--- src/hdl/dlcf_pkg.sv ---
// Shared types and constants of the display-list control-flow unit.
package dlcf_pkg;

  typedef enum logic [1:0] {
    OP_START  = 2'd0,
    OP_CMD    = 2'd1,
    OP_UPDATE = 2'd2
  } op_t;

  localparam logic [1:0] ST_DRAWING   = 2'd0;
  localparam logic [1:0] ST_STALLING  = 2'd1;
  localparam logic [1:0] ST_COMPLETED = 2'd2;

  localparam logic [1:0] ERR_NONE      = 2'd0;
  localparam logic [1:0] ERR_BUDGET    = 2'd1;
  localparam logic [1:0] ERR_OVERFLOW  = 2'd2;
  localparam logic [1:0] ERR_UNDERFLOW = 2'd3;

  localparam logic [7:0] CMD_NOP    = 8'h00;
  localparam logic [7:0] CMD_JUMP   = 8'h08;
  localparam logic [7:0] CMD_BJUMP  = 8'h09;
  localparam logic [7:0] CMD_CALL   = 8'h0A;
  localparam logic [7:0] CMD_RET    = 8'h0B;
  localparam logic [7:0] CMD_END    = 8'h0C;
  localparam logic [7:0] CMD_SIGNAL = 8'h0E;
  localparam logic [7:0] CMD_FINISH = 8'h0F;
  localparam logic [7:0] CMD_BASE   = 8'h10;

  localparam logic [23:0] BUDGET_RESET = 24'd2000000;

  typedef struct packed {
    logic [31:0] fetch_addr;
    logic [1:0]  list_state;
    logic [1:0]  error_code;
    logic        forward_valid;
    logic [31:0] forward_word;
    logic [3:0]  forward_base;
    logic        signal_valid;
    logic [23:0] signal_code;
    logic        finish_valid;
    logic [23:0] finish_data;
  } result_t;

endpackage

--- src/hdl/display_list_control_flow.sv ---
// Top level of the display-list control-flow unit.
// The unit takes one beat per clock cycle while in_ready is high: a start, a
// command word or a stall update is decoded in the cycle it is accepted, and its
// result is registered into a two-entry output buffer (head and skid), so input
// beats keep flowing while one result waits.
// The return stack lives in a RAM whose registered read port always presents the
// entry at the top of the stack before a RET needs it, with a bypass for a CALL in
// the previous cycle, so back-to-back CALL and RET run without a bubble.
// The stack needs no clearing after reset; the command budget register resets to
// 2000000. Write it through the configuration port only while idle (unchecked).
module display_list_control_flow #(
  parameter int STACK_DEPTH = 32
) (
  input  logic        clk,
  input  logic        rst,
  input  logic        cfg_write_en,
  input  logic [23:0] cfg_write_data,
  input  logic        in_valid,
  output logic        in_ready,
  input  logic [1:0]  op,
  input  logic [31:0] list_addr,
  input  logic [31:0] stall_addr,
  input  logic [31:0] word,
  output logic        out_valid,
  input  logic        out_ready,
  output logic [31:0] fetch_addr,
  output logic [1:0]  list_state,
  output logic [1:0]  error_code,
  output logic        forward_valid,
  output logic [31:0] forward_word,
  output logic [3:0]  forward_base,
  output logic        signal_valid,
  output logic [23:0] signal_code,
  output logic        finish_valid,
  output logic [23:0] finish_data
);
  import dlcf_pkg::*;

  localparam int AW  = (STACK_DEPTH > 1) ? $clog2(STACK_DEPTH) : 1;
  localparam int SPW = $clog2(STACK_DEPTH + 1);

  logic [23:0]    command_budget;
  logic [31:0]    fetch_pointer, fetch_pointer_next;
  logic [3:0]     base_bits, base_bits_next;
  logic [SPW-1:0] stack_pointer, stack_pointer_next;
  logic [23:0]    command_count, command_count_next;
  logic [31:0]    stall_pointer, stall_pointer_next;
  logic [1:0]     run_state, run_state_next;
  logic           finish_seen, finish_seen_next;
  logic [23:0]    finish_payload, finish_payload_next;

  logic           accept;
  logic [1:0]     prior_state;
  logic           do_check;
  result_t        res;

  logic           ram_we;
  logic [AW-1:0]  ram_waddr, ram_raddr;
  logic [31:0]    ram_rdata, stack_top;
  logic [SPW-1:0] sp_view;
  logic           bypass_valid;
  logic [31:0]    bypass_data;

  logic [7:0]     cmd_id;
  logic [31:0]    target;

  result_t        head, skid;
  logic           skid_valid;
  logic           pop;

  assign accept    = in_valid && in_ready;
  assign in_ready  = !skid_valid;
  assign pop       = out_valid && out_ready;
  assign cmd_id    = word[31:24];
  assign target    = {4'h0, base_bits, word[23:2], 2'b00};
  assign stack_top = bypass_valid ? bypass_data : ram_rdata;

  always_comb begin
    fetch_pointer_next  = fetch_pointer;
    base_bits_next      = base_bits;
    stack_pointer_next  = stack_pointer;
    command_count_next  = command_count;
    stall_pointer_next  = stall_pointer;
    run_state_next      = run_state;
    finish_seen_next    = finish_seen;
    finish_payload_next = finish_payload;
    prior_state         = run_state;
    do_check            = 1'b0;
    ram_we              = 1'b0;
    res                 = '0;

    case (op)
      OP_START: begin
        stall_pointer_next = stall_addr;
        prior_state        = ST_DRAWING;
        do_check           = 1'b1;
      end
      OP_UPDATE: begin
        stall_pointer_next = stall_addr;
        do_check           = (run_state == ST_STALLING);
      end
      OP_CMD: begin
        if (run_state == ST_DRAWING) begin
          do_check           = 1'b1;
          fetch_pointer_next = fetch_pointer + 32'd4;
          command_count_next = command_count + 24'd1;
          case (cmd_id) inside
            CMD_NOP, CMD_BJUMP: begin
            end
            CMD_BASE: begin
              base_bits_next = word[19:16];
            end
            CMD_JUMP: begin
              fetch_pointer_next = target;
            end
            CMD_CALL: begin
              if (stack_pointer >= SPW'(STACK_DEPTH)) begin
                run_state_next = ST_COMPLETED;
                res.error_code = ERR_OVERFLOW;
              end else begin
                ram_we             = 1'b1;
                stack_pointer_next = stack_pointer + 1'b1;
                fetch_pointer_next = target;
              end
            end
            CMD_RET: begin
              if (stack_pointer == '0) begin
                run_state_next = ST_COMPLETED;
                res.error_code = ERR_UNDERFLOW;
              end else begin
                stack_pointer_next = stack_pointer - 1'b1;
                fetch_pointer_next = stack_top;
              end
            end
            CMD_SIGNAL: begin
              res.signal_valid = 1'b1;
              res.signal_code  = word[23:0];
            end
            CMD_FINISH: begin
              finish_seen_next    = 1'b1;
              finish_payload_next = word[23:0];
            end
            CMD_END: begin
              run_state_next = ST_COMPLETED;
            end
            default: begin
              res.forward_valid = 1'b1;
              res.forward_word  = word;
              res.forward_base  = base_bits;
            end
          endcase
        end
      end
      default: begin
      end
    endcase

    // A start or a resume begins a fresh run from a clean context.
    if (op == OP_START || (op == OP_UPDATE && run_state == ST_STALLING)) begin
      fetch_pointer_next  = (op == OP_START) ? list_addr : fetch_pointer;
      base_bits_next      = '0;
      stack_pointer_next  = '0;
      command_count_next  = '0;
      finish_seen_next    = 1'b0;
      finish_payload_next = '0;
      run_state_next      = ST_DRAWING;
    end

    // The stall test comes before the budget test.
    if (do_check && res.error_code == ERR_NONE && run_state_next == ST_DRAWING) begin
      if (stall_pointer_next != '0 && fetch_pointer_next == stall_pointer_next) begin
        run_state_next = ST_STALLING;
      end else if (command_count_next >= command_budget) begin
        run_state_next = ST_COMPLETED;
        res.error_code = ERR_BUDGET;
      end
    end

    res.fetch_addr   = fetch_pointer_next;
    res.list_state   = run_state_next;
    res.finish_valid = (prior_state != ST_COMPLETED) && (run_state_next == ST_COMPLETED) &&
                       finish_seen_next;
    res.finish_data  = finish_payload_next;
  end

  assign ram_waddr = stack_pointer[AW-1:0];
  assign sp_view   = accept ? stack_pointer_next : stack_pointer;
  assign ram_raddr = (sp_view == '0) ? '0 : AW'(sp_view - 1'b1);

  dlcf_ram #(
    .WIDTH (32),
    .DEPTH (STACK_DEPTH)
  ) u_stack (
    .clk   (clk),
    .we    (ram_we && accept),
    .waddr (ram_waddr),
    .wdata (fetch_pointer + 32'd4),
    .raddr (ram_raddr),
    .rdata (ram_rdata)
  );

  always_ff @(posedge clk) begin
    if (rst) begin
      command_budget <= BUDGET_RESET;
      fetch_pointer  <= '0;
      base_bits      <= '0;
      stack_pointer  <= '0;
      command_count  <= '0;
      stall_pointer  <= '0;
      run_state      <= ST_COMPLETED;
      finish_seen    <= 1'b0;
      finish_payload <= '0;
      bypass_valid   <= 1'b0;
      out_valid      <= 1'b0;
      skid_valid     <= 1'b0;
    end else begin
      if (cfg_write_en) begin
        command_budget <= cfg_write_data;
      end
      if (accept) begin
        fetch_pointer  <= fetch_pointer_next;
        base_bits      <= base_bits_next;
        stack_pointer  <= stack_pointer_next;
        command_count  <= command_count_next;
        stall_pointer  <= stall_pointer_next;
        run_state      <= run_state_next;
        finish_seen    <= finish_seen_next;
        finish_payload <= finish_payload_next;
      end
      bypass_valid <= ram_we && accept && (ram_waddr == ram_raddr);
      if (pop) begin
        if (skid_valid) begin
          skid_valid <= 1'b0;
        end else if (!accept) begin
          out_valid <= 1'b0;
        end
      end else if (accept) begin
        if (!out_valid) begin
          out_valid <= 1'b1;
        end else begin
          skid_valid <= 1'b1;
        end
      end
    end
  end

  always_ff @(posedge clk) begin
    bypass_data <= fetch_pointer + 32'd4;
    if (pop) begin
      if (skid_valid) begin
        head <= skid;
      end else if (accept) begin
        head <= res;
      end
    end else if (accept) begin
      if (!out_valid) begin
        head <= res;
      end else begin
        skid <= res;
      end
    end
  end

  assign fetch_addr    = head.fetch_addr;
  assign list_state    = head.list_state;
  assign error_code    = head.error_code;
  assign forward_valid = head.forward_valid;
  assign forward_word  = head.forward_word;
  assign forward_base  = head.forward_base;
  assign signal_valid  = head.signal_valid;
  assign signal_code   = head.signal_code;
  assign finish_valid  = head.finish_valid;
  assign finish_data   = head.finish_data;

endmodule

--- src/hdl/dlcf_ram.sv ---
// Generic single-port-write, single-port-read RAM with registered read data.
module dlcf_ram #(
  parameter int WIDTH  = 32,
  parameter int DEPTH  = 32,
  parameter int ADDR_W = (DEPTH > 1) ? $clog2(DEPTH) : 1
) (
  input  logic              clk,
  input  logic              we,
  input  logic [ADDR_W-1:0] waddr,
  input  logic [WIDTH-1:0]  wdata,
  input  logic [ADDR_W-1:0] raddr,
  output logic [WIDTH-1:0]  rdata
);

  logic [WIDTH-1:0] mem [DEPTH];

  always_ff @(posedge clk) begin
    if (we) begin
      mem[waddr] <= wdata;
    end
    rdata <= mem[raddr];
  end

endmodule

--- config.mk ---
export PLATFORM = sky130hd
export DESIGN_NAME = display_list_control_flow
export DESIGN_NICKNAME = d
export VERILOG_FILES = /design/src/hdl/dlcf_pkg.sv /design/src/hdl/display_list_control_flow.sv /design/src/hdl/dlcf_ram.sv
export SDC_FILE = /design/constraint.sdc
export NUM_CORES = 2
export LEC_CHECK = 0
export BUFFER_PORTS_ARGS = -buffer_cell sky130_fd_sc_hd__buf_4
export CAP_MARGIN = 5
export CELL_PAD_IN_SITES_DETAIL_PLACEMENT = 0
export CELL_PAD_IN_SITES_GLOBAL_PLACEMENT = 2
export CORE_ASPECT_RATIO = 0.75
export CORE_MARGIN = 1
export CORE_UTILIZATION = 39
export CTS_CLUSTER_SIZE = 16
export DETAILED_ROUTE_END_ITERATION = 7
export PLACE_DENSITY = 0.76
export SETUP_SLACK_MARGIN = 0.3
export SYNTH_ARGS = -nofsm -noshare
export SYNTH_HDL_FRONTEND = slang
export SYNTH_SLANG_ARGS = --single-unit
--- constraint.sdc ---
create_clock -name clk -period 7.7 [get_ports clk]
set_input_delay 0.77 -clock clk [delete_from_list [all_inputs] [get_ports clk]]
set_output_delay 0.77 -clock clk [all_outputs]
set_load 0.1 [all_outputs]
==> reports/results.ini <==
[global_routing]
grt_overflow_total=0
grt_max_degree=149
grt_pass1_vias=41300
busiest_layer=met1
met1_usage=0.394
use_met3=0.0714
grt_use_met2=0.369
grt_usage=0.261
grt_pass1_wl_um=310000
antenna_found_initial=13

[pwr]
ir_drop_mv=0.246
power_leakage_uw=0.0258
p_per_area_nw_per_um2=240

[finish]
layout-drive-gt1-share=0.183
final_area_um2=73400
multiInputGateArea_um2=20100
final_cells=7619
area_growth_pct=15.2
regArea_um2=42500
fillers=14700
nets=5501

[min_path]
hp-class=in -> reg

[floorplan]
core_area_um2=162000
die_h_um=352
die_w_um=469
start_util=0.393
fp-row-count=128
pin_count=252
die_area_um2=165000

[cts]
clockBufferDepth=3
clock-sinks=1486
path_clk_slew_ns=0.06
root_buffer=clkbuf_16
clock_latency_ns=0.81
h-tree-depth=4
cts_tree=built
cts_buffers=147
post_cts_buffers=0
postCtsResizedCells=0
hold_buffers=0

[worst_setup_path]
crit_arrival_ns=7.11
criticalPathCategory=reg -> reg
worstSetupEndpointType=register
worstPathMaxFanout=42
cp-start-kind=register
critical_path_required_ns=8.41

[detailed_routing]
routed_wirelength_um=219000
drt_iter0_markers=6088
vias=44700
routedWlPerCell_um=28.8
dr.pass1.iters=7
viasPerCell=5.87
drc=0
ant_nets=0

[timing]
rsz0062_at_grt=false
final_hold_viol_count=0
fmax_mhz=156
slew_violations=0
skew_ns=0.0270
fin_setup_tns_ns=0
post-route-min-period_ns=6.40
min_period_over_period=0.831
worst_pin_slew_ns=1.38
setup_viol=0
max_slew_margin=0.0770

[placement]
placed_area_um2=68600
placement.io_buffers=251
post-dp-hpwl_um=136000
place_inst=7339
gp_congestion=0.930

[logic_synthesis]
yosysWarnings=0
yosysMostFrequentCell=edfxtp_1
yosys.area.top_type=edfxtp_1
synthFlopType=edfxtp_1
synth_area_um2=63800
synthTopCellsByCount=edfxtp_1 (1270), nand2_1 (1009), a21oi_1 (450)
yosysSeqAreaShare=0.666
syn_avg_cell_area_um2=12.4
synth_nets=5320
postSynth.asyncResetShare=0
ys_top_cells_by_area=edfxtp_1 (60%), dfxtp_1 (6.8%), nand2_1 (5.9%), a21oi_1 (3.5%), mux2_2 (3.0%)
synth_top_area_frac=0.598
synth.distinct_cells=104
synth-edff-count=1270
syn_inst=5162
ys_ff_latch=1486

[flow_run]
maxCapViolations=0

[status]
status=complete, no violations

[report_power, final]
part           switching [µW]  leakage (µW)  internal, µW
clock network            3190       0.00234          4100
logic                    1050       0.00971           319
registers                78.0        0.0137          8880
[layout make-up]
type | count | share of cell area
Multi-Input combinational cell | 3243 | 0.273
Tap cell | 2145 | 0.0365
Inverter | 68 | 0.00358
Clock inverter | 74 | 0.0101
Clock buffer | 199 | 0.0548
Timing Repair Buffer | 397 | 0.0431
Antenna cell | 7 | 0.000239
Sequential cell | 1486 | 0.578
[flip-flops by register name (all words and copies together), names as in the netlist, 2 cells and up]
name and count:
command_count 24, forward_base 4, run_state 2, signal_code 24, bypass_data 32, error_code 2
u_stack.rdata 32, stall_pointer 32, u_stack.mem 1024, list_state 2, forward_word 32, command_budget 24
stack_pointer 6, base_bits 4, fetch_addr 32, finish_payload 24, skid 123, fetch_pointer 32
finish_data 24
[cell usage in the layout, fill, tap and decap left out, drive strengths merged, types with 12 or more instances in the layout]
cell type  synthesis  layout
xor2              29      29
a31oi             81      81
o221a             61      61
o31ai             14      14
and3             137     137
or3               23      23
o22ai             58      58
xnor2             31      31
nor4              37      37
edfxtp          1270    1270
a21o              16      16
o21ai            102     102
mux2             171     171
and2              59      59
nand3            134     134
ha                31      31
a21oi            452     452
nor2             184     184
nand4             37      37
bufinv             0      12
o211ai            28      28
nor3              72      72
nor4b             33      33
inv               67      75
o221ai            71      71
nand2           1011    1011
dfxtp            216     216
clkbuf           217     199
clkinv             1      54
a211oi            88      88
buf              148     397
or2               12      12
mux2i             80      80
o32a              28      28
[per-stage QoR]
stage                     power [µW]  setup slack [ns]  hold slack, ns   util
after floorplan                 9950              2.14           0.437      -
after global placement         10500             0.989           0.441  0.423
after detailed placement       10500             0.955           0.447  0.423
after CTS                      17700              1.40           0.136  0.452
after global routing           18100              1.09           0.187  0.452
final                          17600              1.30           0.190  0.452
[cell families (layout without fill, tap and decap cells)]
family | after synthesis | count (layout) | synth area share
buffers and inverters | 433 | 738 | 0.0284
muxes | 251 | 251 | 0.0428
xor gates and xnor gates | 60 | 60 | 0.00824
AOI/OAI and AO/OA | 1097 | 1097 | 0.115
DFF | 1486 | 1486 | 0.666
other | 0 | 7 | 0
adders and majority gates | 31 | 31 | 0.00608
and+or+nand+nor | 1804 | 1804 | 0.134
[critical path: stages (launching register included)]
cell,delay [ns]
dfxtp_1,0.42
inv_1,0.23
ha_1,0.18
buf_4,0.21
inv_1,0.13
o21ai_4,0.57
o21ai_0,0.23
a32o_1,0.28
or2_4,0.28
inv_8,0.25
ha_2,0.28
buf_4,0.58
nor2_1,0.20
nor2_4,0.99
buf_12,0.34
a21oi_1,0.10
a21oi_1,0.53
a21oi_1,0.19
nor4b_2,0.29
[routing by layer]
metal	routed length [µm]	up-vias
met3	22800	264
met2	93000	2090
met5	34	-
met1	98800	22600
met4	4610	6
li1	-	19700
[worst paths after layout]
check                     start                 end  slack, ns  cells after the start
min          cfg_write_data[19]  command_budget[19]       0.19                      3
min reg2reg  finish_payload[15]  finish_payload[15]       0.45                      2
max            stack_pointer[0]   u_stack.rdata[17]       1.30                     18
max reg2reg    stack_pointer[0]   u_stack.rdata[17]       1.30                     18
No activity file was read; power rests on OpenSTA's default activity.
